==> src/sv/psc_pkg.sv <==
// shared types, constants and register indexes of the pi motor speed controller
// no dependencies
package psc_pkg;

  // edge counter width default
  localparam int CounterBitsDefault = 15;

  // depth of the internal and result queues
  localparam int FifoDepth = 2;

  // configuration port
  localparam int CfgIdxBits  = 3;
  localparam int CfgDataBits = 16;

  localparam logic [CfgIdxBits-1:0] RegReferenceRpm  = 3'd0;
  localparam logic [CfgIdxBits-1:0] RegPropGain      = 3'd1;
  localparam logic [CfgIdxBits-1:0] RegIntGainDt     = 3'd2;
  localparam logic [CfgIdxBits-1:0] RegIntegralLimit = 3'd3;
  localparam logic [CfgIdxBits-1:0] RegDutyMax       = 3'd4;
  localparam logic [CfgIdxBits-1:0] RegRpmPerCount   = 3'd5;
  localparam logic [CfgIdxBits-1:0] RegFineTuneSpan  = 3'd6;

  // register reset values
  localparam logic [15:0] ReferenceRpmRst  = 16'd0;
  localparam logic [15:0] PropGainRst      = 16'd3277;
  localparam logic [15:0] IntGainDtRst     = 16'd983;
  localparam logic [9:0]  IntegralLimitRst = 10'd166;
  localparam logic [9:0]  DutyMaxRst       = 10'd249;
  localparam logic [15:0] RpmPerCountRst   = 16'd16000;
  localparam logic [15:0] FineTuneSpanRst  = 16'd1280;

  // adc midpoint, the zero of the fine-tune offset
  localparam logic [10:0] AdcMid = 11'd512;

  typedef struct packed {
    logic [15:0] reference_rpm;
    logic [15:0] prop_gain;
    logic [15:0] int_gain_dt;
    logic [9:0]  integral_limit;
    logic [9:0]  duty_max;
    logic [15:0] rpm_per_count;
    logic [15:0] fine_tune_span;
  } cfg_t;

  typedef struct packed {
    logic [9:0]  duty;
    logic [23:0] measured_rpm;
    logic        integral_clamped;
    logic        output_clamped;
  } result_t;

endpackage

==> src/sv/psc_fifo.sv <==
// small register queue used between the parts of the speed controller
// depends on psc_pkg for its depth
module psc_fifo #(
  parameter int Width = 8
) (
  input  logic             clk_i,
  input  logic             rst_ni,
  input  logic             push_i,
  input  logic [Width-1:0] wdata_i,
  input  logic             pop_i,
  output logic             full_o,
  output logic             empty_o,
  output logic [Width-1:0] rdata_o
);

  localparam int PtrBits = (psc_pkg::FifoDepth > 1) ? $clog2(psc_pkg::FifoDepth) : 1;
  localparam int CntBits = $clog2(psc_pkg::FifoDepth + 1);
  localparam logic [CntBits-1:0] DepthC = CntBits'(psc_pkg::FifoDepth);
  localparam logic [PtrBits-1:0] LastPtr = PtrBits'(psc_pkg::FifoDepth - 1);

  logic [Width-1:0]   mem_q [psc_pkg::FifoDepth];
  logic [PtrBits-1:0] wr_ptr_q, wr_ptr_d, rd_ptr_q, rd_ptr_d;
  logic [CntBits-1:0] cnt_q, cnt_d;
  logic               do_push, do_pop;

  assign full_o  = (cnt_q == DepthC);
  assign empty_o = (cnt_q == '0);
  assign do_push = push_i & ~full_o;
  assign do_pop  = pop_i & ~empty_o;
  assign rdata_o = mem_q[rd_ptr_q];

  always_comb begin
    wr_ptr_d = wr_ptr_q;
    rd_ptr_d = rd_ptr_q;
    cnt_d    = cnt_q;
    if (do_push) begin
      wr_ptr_d = (wr_ptr_q == LastPtr) ? '0 : wr_ptr_q + 1'b1;
    end
    if (do_pop) begin
      rd_ptr_d = (rd_ptr_q == LastPtr) ? '0 : rd_ptr_q + 1'b1;
    end
    if (do_push && !do_pop) begin
      cnt_d = cnt_q + 1'b1;
    end else if (do_pop && !do_push) begin
      cnt_d = cnt_q - 1'b1;
    end
  end

  always_ff @(posedge clk_i or negedge rst_ni) begin
    if (!rst_ni) begin
      wr_ptr_q <= '0;
      rd_ptr_q <= '0;
      cnt_q    <= '0;
    end else begin
      wr_ptr_q <= wr_ptr_d;
      rd_ptr_q <= rd_ptr_d;
      cnt_q    <= cnt_d;
    end
  end

  always_ff @(posedge clk_i) begin
    if (do_push) begin
      mem_q[wr_ptr_q] <= wdata_i;
    end
  end

endmodule

==> src/sv/psc_front.sv <==
// front part: takes input words, counts encoder edges, queues control ticks
// depends on psc_pkg and psc_fifo
module psc_front #(
  parameter int CounterBits = psc_pkg::CounterBitsDefault
) (
  input  logic                   clk_i,
  input  logic                   rst_ni,
  input  logic                   push_i,
  input  logic                   action_i,
  input  logic [9:0]             adc_sample_i,
  output logic                   full_o,
  input  logic                   tick_pop_i,
  output logic                   tick_valid_o,
  output logic [CounterBits-1:0] tick_cnt_o,
  output logic [9:0]             tick_adc_o
);

  localparam int TickBits = CounterBits + 10;

  logic [CounterBits-1:0] cnt_q, cnt_d;
  logic                   accept, tick_push, tick_full, tick_empty;
  logic [TickBits-1:0]    tick_wdata, tick_rdata;

  assign full_o     = tick_full;
  assign accept     = push_i & ~tick_full;
  assign tick_push  = accept & action_i;
  assign tick_wdata = {cnt_q, adc_sample_i};

  // edges saturate, a tick snapshots and clears the count
  always_comb begin
    cnt_d = cnt_q;
    if (accept) begin
      if (action_i) begin
        cnt_d = '0;
      end else if (!(&cnt_q)) begin
        cnt_d = cnt_q + 1'b1;
      end
    end
  end

  always_ff @(posedge clk_i or negedge rst_ni) begin
    if (!rst_ni) begin
      cnt_q <= '0;
    end else begin
      cnt_q <= cnt_d;
    end
  end

  psc_fifo #(
    .Width(TickBits)
  ) u_tick_fifo (
    .clk_i  (clk_i),
    .rst_ni (rst_ni),
    .push_i (tick_push),
    .wdata_i(tick_wdata),
    .pop_i  (tick_pop_i),
    .full_o (tick_full),
    .empty_o(tick_empty),
    .rdata_o(tick_rdata)
  );

  assign tick_valid_o = ~tick_empty;
  assign tick_cnt_o   = tick_rdata[TickBits-1:10];
  assign tick_adc_o   = tick_rdata[9:0];

endmodule

==> src/sv/psc_back.sv <==
// back part: multi-cycle pi step with anti-windup, one control tick at a time
// depends on psc_pkg
module psc_back #(
  parameter int CounterBits = psc_pkg::CounterBitsDefault
) (
  input  logic                   clk_i,
  input  logic                   rst_ni,
  input  psc_pkg::cfg_t          cfg_i,
  input  logic                   tick_valid_i,
  input  logic [CounterBits-1:0] tick_cnt_i,
  input  logic [9:0]             tick_adc_i,
  output logic                   tick_pop_o,
  input  logic                   res_full_i,
  output logic                   res_push_o,
  output psc_pkg::result_t       res_o
);

  localparam int SpW = CounterBits + 16;

  localparam logic [2:0] StIdle = 3'd0;
  localparam logic [2:0] StMul1 = 3'd1;
  localparam logic [2:0] StSat  = 3'd2;
  localparam logic [2:0] StErr  = 3'd3;
  localparam logic [2:0] StMul2 = 3'd4;
  localparam logic [2:0] StInt  = 3'd5;
  localparam logic [2:0] StOut  = 3'd6;

  logic [2:0] state_q, state_d;

  logic [CounterBits-1:0] cnt_q;
  logic [9:0]             adc_q;
  logic [SpW-1:0]         spd_prod_q;
  logic signed [27:0]     offs_prod_q;
  logic [31:0]            speed_q;
  logic [24:0]            refadj_q;
  logic signed [33:0]     err_q;
  logic signed [50:0]     iprod_q, pprod_q;
  logic [25:0]            integ_q, integ_d;
  logic                   int_clamp_q, int_clamp_d;

  logic [47:0]        spd_ext;
  logic [31:0]        speed_sat;
  logic signed [10:0] adc_diff;
  logic signed [27:0] offs_shift;
  logic signed [25:0] refadj_s;
  logic signed [33:0] err_d;
  logic signed [50:0] istep, pterm;
  logic signed [43:0] isum;
  logic [25:0]        lim;
  logic signed [47:0] osum;
  logic [25:0]        dmax;
  logic [25:0]        osum_cl;
  logic               out_clamp;

  // saturate the q.8 speed to 32 bits
  assign spd_ext   = 48'(spd_prod_q);
  assign speed_sat = (|spd_ext[47:32]) ? 32'hFFFF_FFFF : spd_ext[31:0];

  // floor of the scaled potentiometer offset, then the adjusted reference
  assign adc_diff   = $signed({1'b0, adc_q}) - $signed(psc_pkg::AdcMid);
  assign offs_shift = offs_prod_q >>> 9;
  assign refadj_s   = $signed({2'b00, cfg_i.reference_rpm, 8'h00})
                    + $signed(offs_shift[25:0]);

  assign err_d = $signed({9'b0, refadj_q}) - $signed({2'b00, speed_q});

  // integral update with clamp to [0, limit]
  assign istep = iprod_q >>> 8;
  assign isum  = $signed({18'b0, integ_q}) + $signed(istep[43:0]);
  assign lim   = {cfg_i.integral_limit, 16'h0000};

  always_comb begin
    integ_d     = integ_q;
    int_clamp_d = int_clamp_q;
    if (state_q == StInt) begin
      if (isum < 0) begin
        integ_d     = '0;
        int_clamp_d = 1'b1;
      end else if (isum > $signed({18'b0, lim})) begin
        integ_d     = lim;
        int_clamp_d = 1'b1;
      end else begin
        integ_d     = isum[25:0];
        int_clamp_d = 1'b0;
      end
    end
  end

  // pi sum with clamp to [0, duty_max]
  assign pterm = pprod_q >>> 4;
  assign osum  = $signed(pterm[47:0]) + $signed({22'b0, integ_q});
  assign dmax  = {cfg_i.duty_max, 16'h0000};

  always_comb begin
    if (osum < 0) begin
      osum_cl   = '0;
      out_clamp = 1'b1;
    end else if (osum > $signed({22'b0, dmax})) begin
      osum_cl   = dmax;
      out_clamp = 1'b1;
    end else begin
      osum_cl   = osum[25:0];
      out_clamp = 1'b0;
    end
  end

  assign tick_pop_o = (state_q == StIdle) & tick_valid_i;
  assign res_push_o = (state_q == StOut) & ~res_full_i;

  assign res_o.duty             = osum_cl[25:16];
  assign res_o.measured_rpm     = speed_q[31:8];
  assign res_o.integral_clamped = int_clamp_q;
  assign res_o.output_clamped   = out_clamp;

  always_comb begin
    state_d = state_q;
    unique case (state_q)
      StIdle:  if (tick_valid_i) state_d = StMul1;
      StMul1:  state_d = StSat;
      StSat:   state_d = StErr;
      StErr:   state_d = StMul2;
      StMul2:  state_d = StInt;
      StInt:   state_d = StOut;
      StOut:   if (!res_full_i) state_d = StIdle;
      default: state_d = StIdle;
    endcase
  end

  always_ff @(posedge clk_i or negedge rst_ni) begin
    if (!rst_ni) begin
      state_q     <= StIdle;
      integ_q     <= '0;
      int_clamp_q <= 1'b0;
    end else begin
      state_q     <= state_d;
      integ_q     <= integ_d;
      int_clamp_q <= int_clamp_d;
    end
  end

  // datapath registers, one step per state
  always_ff @(posedge clk_i) begin
    if (tick_pop_o) begin
      cnt_q <= tick_cnt_i;
      adc_q <= tick_adc_i;
    end
    if (state_q == StMul1) begin
      spd_prod_q  <= SpW'(cnt_q) * SpW'(cfg_i.rpm_per_count);
      offs_prod_q <= 28'(adc_diff) * 28'($signed({1'b0, cfg_i.fine_tune_span}));
    end
    if (state_q == StSat) begin
      speed_q  <= speed_sat;
      refadj_q <= refadj_s[25] ? '0 : refadj_s[24:0];
    end
    if (state_q == StErr) begin
      err_q <= err_d;
    end
    if (state_q == StMul2) begin
      iprod_q <= 51'(err_q) * 51'($signed({1'b0, cfg_i.int_gain_dt}));
      pprod_q <= 51'(err_q) * 51'($signed({1'b0, cfg_i.prop_gain}));
    end
  end

endmodule

==> src/sv/pi_motor_speed_controller.sv <==
// top level of the pi motor speed controller with anti-windup
// depends on psc_pkg, psc_fifo, psc_front and psc_back
//
// Fixed-point PI speed loop. An input word is either an encoder edge (action 0),
// which bumps a saturating edge counter and yields no result, or a control tick
// (action 1) carrying a potentiometer sample, which yields one result word with
// the new duty, the measured speed in whole RPM and two clamp flags. Edges are
// taken one per cycle while full is low. A tick snapshots and clears the counter
// in the cycle it is taken and goes through a two-word queue to the PI unit,
// which has two multiply stages plus saturation, error, integral clamp and
// output clamp, one step per state, handles one tick at a time; the result then
// waits in a two-word output queue, so full rises only when two ticks are
// already waiting for the PI unit. Write configuration only while no tick is in
// flight. Register indexes: 0 reference_rpm, 1 prop_gain, 2 int_gain_dt,
// 3 integral_limit, 4 duty_max, 5 rpm_per_count, 6 fine_tune_span; index 7 is
// ignored. Register data is taken from the low bits of cfg_data_i.
module pi_motor_speed_controller #(
  parameter int CounterBits = psc_pkg::CounterBitsDefault
) (
  input  logic                            clk_i,
  input  logic                            rst_ni,
  // input queue side
  input  logic                            push,
  output logic                            full,
  input  logic                            action_i,
  input  logic [9:0]                      adc_sample_i,
  // result queue side
  output logic                            empty,
  input  logic                            pop,
  output logic [9:0]                      duty_o,
  output logic [23:0]                     measured_rpm_o,
  output logic                            integral_clamped_o,
  output logic                            output_clamped_o,
  // configuration write port
  input  logic                            cfg_we_i,
  input  logic [psc_pkg::CfgIdxBits-1:0]  cfg_idx_i,
  input  logic [psc_pkg::CfgDataBits-1:0] cfg_data_i
);

  psc_pkg::cfg_t cfg_q, cfg_d;

  logic                   tick_valid, tick_pop;
  logic [CounterBits-1:0] tick_cnt;
  logic [9:0]             tick_adc;
  logic                   res_full, res_push;
  psc_pkg::result_t       res_wr, res_rd;

  // configuration registers, masked to their widths
  always_comb begin
    cfg_d = cfg_q;
    if (cfg_we_i) begin
      unique case (cfg_idx_i)
        psc_pkg::RegReferenceRpm:  cfg_d.reference_rpm  = cfg_data_i;
        psc_pkg::RegPropGain:      cfg_d.prop_gain      = cfg_data_i;
        psc_pkg::RegIntGainDt:     cfg_d.int_gain_dt    = cfg_data_i;
        psc_pkg::RegIntegralLimit: cfg_d.integral_limit = cfg_data_i[9:0];
        psc_pkg::RegDutyMax:       cfg_d.duty_max       = cfg_data_i[9:0];
        psc_pkg::RegRpmPerCount:   cfg_d.rpm_per_count  = cfg_data_i;
        psc_pkg::RegFineTuneSpan:  cfg_d.fine_tune_span = cfg_data_i;
        default:                   cfg_d = cfg_q;
      endcase
    end
  end

  always_ff @(posedge clk_i or negedge rst_ni) begin
    if (!rst_ni) begin
      cfg_q.reference_rpm  <= psc_pkg::ReferenceRpmRst;
      cfg_q.prop_gain      <= psc_pkg::PropGainRst;
      cfg_q.int_gain_dt    <= psc_pkg::IntGainDtRst;
      cfg_q.integral_limit <= psc_pkg::IntegralLimitRst;
      cfg_q.duty_max       <= psc_pkg::DutyMaxRst;
      cfg_q.rpm_per_count  <= psc_pkg::RpmPerCountRst;
      cfg_q.fine_tune_span <= psc_pkg::FineTuneSpanRst;
    end else begin
      cfg_q <= cfg_d;
    end
  end

  // edge counting and tick queue
  psc_front #(
    .CounterBits(CounterBits)
  ) u_front (
    .clk_i       (clk_i),
    .rst_ni      (rst_ni),
    .push_i      (push),
    .action_i    (action_i),
    .adc_sample_i(adc_sample_i),
    .full_o      (full),
    .tick_pop_i  (tick_pop),
    .tick_valid_o(tick_valid),
    .tick_cnt_o  (tick_cnt),
    .tick_adc_o  (tick_adc)
  );

  // pi step sequencer
  psc_back #(
    .CounterBits(CounterBits)
  ) u_back (
    .clk_i       (clk_i),
    .rst_ni      (rst_ni),
    .cfg_i       (cfg_q),
    .tick_valid_i(tick_valid),
    .tick_cnt_i  (tick_cnt),
    .tick_adc_i  (tick_adc),
    .tick_pop_o  (tick_pop),
    .res_full_i  (res_full),
    .res_push_o  (res_push),
    .res_o       (res_wr)
  );

  // result queue toward the consumer
  psc_fifo #(
    .Width($bits(psc_pkg::result_t))
  ) u_res_fifo (
    .clk_i  (clk_i),
    .rst_ni (rst_ni),
    .push_i (res_push),
    .wdata_i(res_wr),
    .pop_i  (pop),
    .full_o (res_full),
    .empty_o(empty),
    .rdata_o(res_rd)
  );

  assign duty_o             = res_rd.duty;
  assign measured_rpm_o     = res_rd.measured_rpm;
  assign integral_clamped_o = res_rd.integral_clamped;
  assign output_clamped_o   = res_rd.output_clamped;

endmodule
==> config.mk <==
export PLATFORM = sky130hd
export DESIGN_NAME = pi_motor_speed_controller
export DESIGN_NICKNAME = d
export VERILOG_FILES = /design/src/sv/psc_pkg.sv /design/src/sv/psc_fifo.sv /design/src/sv/psc_front.sv /design/src/sv/psc_back.sv /design/src/sv/pi_motor_speed_controller.sv
export SDC_FILE = /design/constraint.sdc
export NUM_CORES = 2
export LEC_CHECK = 0
export BUFFER_PORTS_ARGS = -buffer_cell sky130_fd_sc_hd__buf_2
export CORE_UTILIZATION = 40
export CTS_BUF_LIST = sky130_fd_sc_hd__clkbuf_4 sky130_fd_sc_hd__clkbuf_8 sky130_fd_sc_hd__clkbuf_16
export CTS_CLUSTER_DIAMETER = 150
export DETAILED_ROUTE_END_ITERATION = 7
export GPL_ROUTABILITY_DRIVEN = 0
export HOLD_SLACK_MARGIN = 0.02
export PLACE_DENSITY_LB_ADDON = 0.3
export SLEW_MARGIN = 15
export SYNTH_ARGS = -nofsm -noshare
export SYNTH_HDL_FRONTEND = slang
export SYNTH_SLANG_ARGS = --single-unit
==> constraint.sdc <==
create_clock -name clk_i -period 22.2 [get_ports clk_i]
set_clock_uncertainty 0.2 [all_clocks]
set_input_delay 3.33 -clock clk_i [delete_from_list [all_inputs] [get_ports clk_i]]
set_output_delay 3.33 -clock clk_i [all_outputs]
set_load 0.02 [all_outputs]
==> impl_metrics.env <==
export IMPL_clock_path_buffers=3
export IMPL_holdWs_ns=0.213
export IMPL_cp_end_kind="register"
export IMPL_drc=0
export IMPL_crit_family="adder cells"
export IMPL_die_w_um=431
export IMPL_nets=9227
export IMPL_synthSimpleGateAreaFrac_pct=14.6
export IMPL_synth_top_family_by_area="adder cells"
export IMPL_yosys_warnings=0
export IMPL_wl_per_cell_um=19.2
export IMPL_grt_max_degree=72
export IMPL_worst_r2r_path_depth=22
export IMPL_io_pins=73
export IMPL_dieArea_um2=186000
export IMPL_cap_violations=0
export IMPL_path_cells="nand2_1, fa_1, fa_1, inv_1, fa_1, inv_1, fa_1, fa_1, fa_1, inv_1, ha_1, a211oi_1, o21ai_0, a21oi_1, a311oi_1, o31ai_1, a211oi_1, o21ai_0, nand3_1, a31oi_1, o21bai_1, xnor2_1"
export IMPL_rsz0062_at_grt="no"
export IMPL_start_util_pct=40.2
export IMPL_cp_max_fo=33
export IMPL_synth_fa_ha_area_share_pct=43.8
export IMPL_min_to="u_back.speed_q[5]$_DFFE_PP_"
export IMPL_antenna_found_initial=13
export IMPL_crit_buf_inv=3
export IMPL_cts_num_sinks=522
export IMPL_synth_area_per_cell_um2=9.81
export IMPL_slew_viol_final=0
export IMPL_crit_type="register to register"
export IMPL_grt_pass1_wl_um=304000
export IMPL_rr_startpoint="cfg_q[54]$_DFFE_PN1P_"
export IMPL_numPlacedInstances=9791
export IMPL_finalSetupViolations=0
export IMPL_ys_types=86
export IMPL_worst_slack_ns=14.07
export IMPL_syn_instance_count=7505
export IMPL_nFillCells=17600
export IMPL_final_cells=9906
export IMPL_synth_async_reset_ratio_pct=29.3
export IMPL_max_stage_delay_ns=1.08
export IMPL_fmax_ghz=0.123
export IMPL_hpwl_um=149000
export IMPL_htreeDepth=2
export IMPL_critPathSlowestCell="dfstp_2"
export IMPL_syn_cell_area_um2=73600
export IMPL_synth_seq_cells=522
export IMPL_synth_nets=9345
export IMPL_synth_top_flop_cell="edfxtp_1"
export IMPL_vias=51000
export IMPL_hold_viol_final=0
export IMPL_r2r_slack_ns=14.07
export IMPL_io_buffers=71
export IMPL_synth_edff_count=369
export IMPL_rows=157
export IMPL_finalCritPeriodShare_pct=36.6
export IMPL_tightest_slew_ns=1.11
export IMPL_grt_total_usage_pct=21.0
export IMPL_clkTransAtPathRegs_ns=0.06
export IMPL_grt_pass1_vias=53800
export IMPL_cts_hold_buf=0
export IMPL_post_cts_buffers=0
export IMPL_hold_depth=0
export IMPL_hold_path_startpoint="u_back.spd_prod_q[5]$_DFFE_PP_"
export IMPL_muxShareOfSynthArea_pct=2.69
export IMPL_synth_xor_xnor_area_share_pct=2.77
export IMPL_outcome="finished clean"
export IMPL_period_needed_ns=8.13
export IMPL_start_kind="register"
export IMPL_numCtsBuffers=58
export IMPL_ant_nets=0
export IMPL_required_ns=22.38
export IMPL_relSlewSlack_pct=25.4
export IMPL_timing_rr_end="u_back.iprod_q[49]$_DFFE_PP_"
export IMPL_first_iter_violations=3284
export IMPL_setup_tns_final_ns=0
export IMPL_worstHoldPathType="register to register"
export IMPL_gr_total_overflow=0
export IMPL_wirelength_um=191000
export IMPL_area_growth_pct=6.60
export IMPL_viasPerCell=5.15
export IMPL_cts_tree="done"
export IMPL_firstDrtPassIters=5
export IMPL_ctsResizeCount=0
export IMPL_crit_arrival_ns=8.31
export IMPL_fp_dieH_um=431
export IMPL_crit_top_cell="fa_1"
export IMPL_root_buffer="clkbuf_16"
export IMPL_yosysSeqAreaShare_pct=20.3
export IMPL_drive_above_1_share_pct=6.59
export IMPL_core_um2=183000
export IMPL_preCtsSetupSlack_ns=14.18
export IMPL_synth_compound_area_share_pct=6.04
export IMPL_clock_latency_ns=0.68
## cells in the final DEF, fill, tap and decap left out, drive strengths merged, types with 18 or more instances in the layout
cell	instances
nor2	170
a31oi	18
fa	1283
mux2i	28
o21a	34
a21oi	196
xor2	69
mux2	151
dfrtp	120
inv	1608
clkbuf	72
edfxtp	369
nor3	50
a211oi	29
ha	522
buf	141
and2	669
and3	37
clkinv	19
o21bai	26
nand2b	32
nand2	931
nand4	51
xnor2	164
o21ai	144
or2	25
a21o	96
nand3	65
nor4	20
dfstp	33
nor2b	41
## layer usage
layer  share of wire (%)  up-vias  wire, um  global-route usage, %
met2                  49     1390     93500                   36.0
met4                 4.0        6      7610                   7.59
met3                 5.6      304     10600                   2.40
li1                    -    22900         -                      -
met5               0.022        -        41                      0
met1                  41    26300     78900                   27.4
## cells by family (layout without fill, tap and decap cells)
| family | count (synthesis) | count (layout) |
|---|---|---|
| buf+inv | 1920 | 1852 |
| simple gates | 2158 | 2158 |
| other cells | 1 | 6 |
| fa+ha+maj | 1805 | 1805 |
| mux | 179 | 179 |
| flops | 522 | 522 |
| compound gates | 687 | 687 |
| xor+xnor | 233 | 233 |
## stage by stage
step | utilization (%) | cell area, um2
2_1_floorplan | - | 73600
3_3_place_gp | 41.8 | 76400
3_5_place_dp | 41.8 | 76400
4_1_cts | 42.9 | 78400
5_1_grt | 42.9 | 78400
6_report | 42.9 | 78400
## worst max-delay path by stage
| stage | from | cells after the start | endpoint | slack (ns) |
|---|---|---|---|---|
| finish | cfg_q[54]$_DFFE_PN1P_ | 22 | u_back.iprod_q[49]$_DFFE_PP_ | 14.07 |
| global placement | cfg_q[54]$_DFFE_PN1P_ | 22 | u_back.iprod_q[49]$_DFFE_PP_ | 14.26 |
| global route | cfg_q[54]$_DFFE_PN1P_ | 22 | u_back.iprod_q[49]$_DFFE_PP_ | 13.60 |
| floorplan | u_back.state_q[2]$_DFFE_PN0P_ | 2 | u_back.iprod_q[10]$_DFFE_PP_ | 14.48 |
| CTS | cfg_q[58]$_DFFE_PN1P_ | 22 | u_back.iprod_q[49]$_DFFE_PP_ | 14.14 |
| detailed placement | cfg_q[54]$_DFFE_PN1P_ | 22 | u_back.iprod_q[49]$_DFFE_PP_ | 14.18 |
## cells in the mapped netlist, types with 120 or more instances
library cell	count	area (um2)
nand2_1	931	3490
fa_1	1283	25700
nor2_1	170	638
a21oi_1	195	976
inv_1	1601	6010
and2_1	669	4190
xnor2_1	164	1440
o21ai_0	141	706
dfrtp_1	120	3000
edfxtp_1	369	11100
mux2_2	151	1700
ha_1	522	6530
clkbuf_1	307	1150
## cell type report
class	instances	area (um2)	area share, %
clock inverters	38	434	0.553
multi-input cells	5063	51500	65.6
flip-flops and latches	522	15000	19.1
diodes	5	12.5	0.0159
repair buffers	141	887	1.13
inverters	1601	6010	7.66
well taps	2464	3080	3.93
clock buffers	72	1600	2.04
## flip-flops by register name, summed over array words and instances (netlist names), 2 cells and up
name / count
u_back.pprod_q: 45
u_back.state_q: 3
u_back.refadj_q: 25
u_back.err_q: 32
u_front.u_tick_fifo.cnt_q: 2
u_back.speed_q: 31
u_front.cnt_q: 15
u_back.spd_prod_q: 31
u_back.cnt_q: 15
u_back.integ_q: 26
u_back.adc_q: 10
u_res_fifo.cnt_q: 2
u_back.iprod_q: 41
u_front.u_tick_fifo.mem_q: 50
u_back.offs_prod_q: 19
u_res_fifo.mem_q: 70
cfg_q: 100
Power is left out: the tool's default activity adds up to more than one toggle a clock period on the data nets, which glitch-free logic cannot reach.
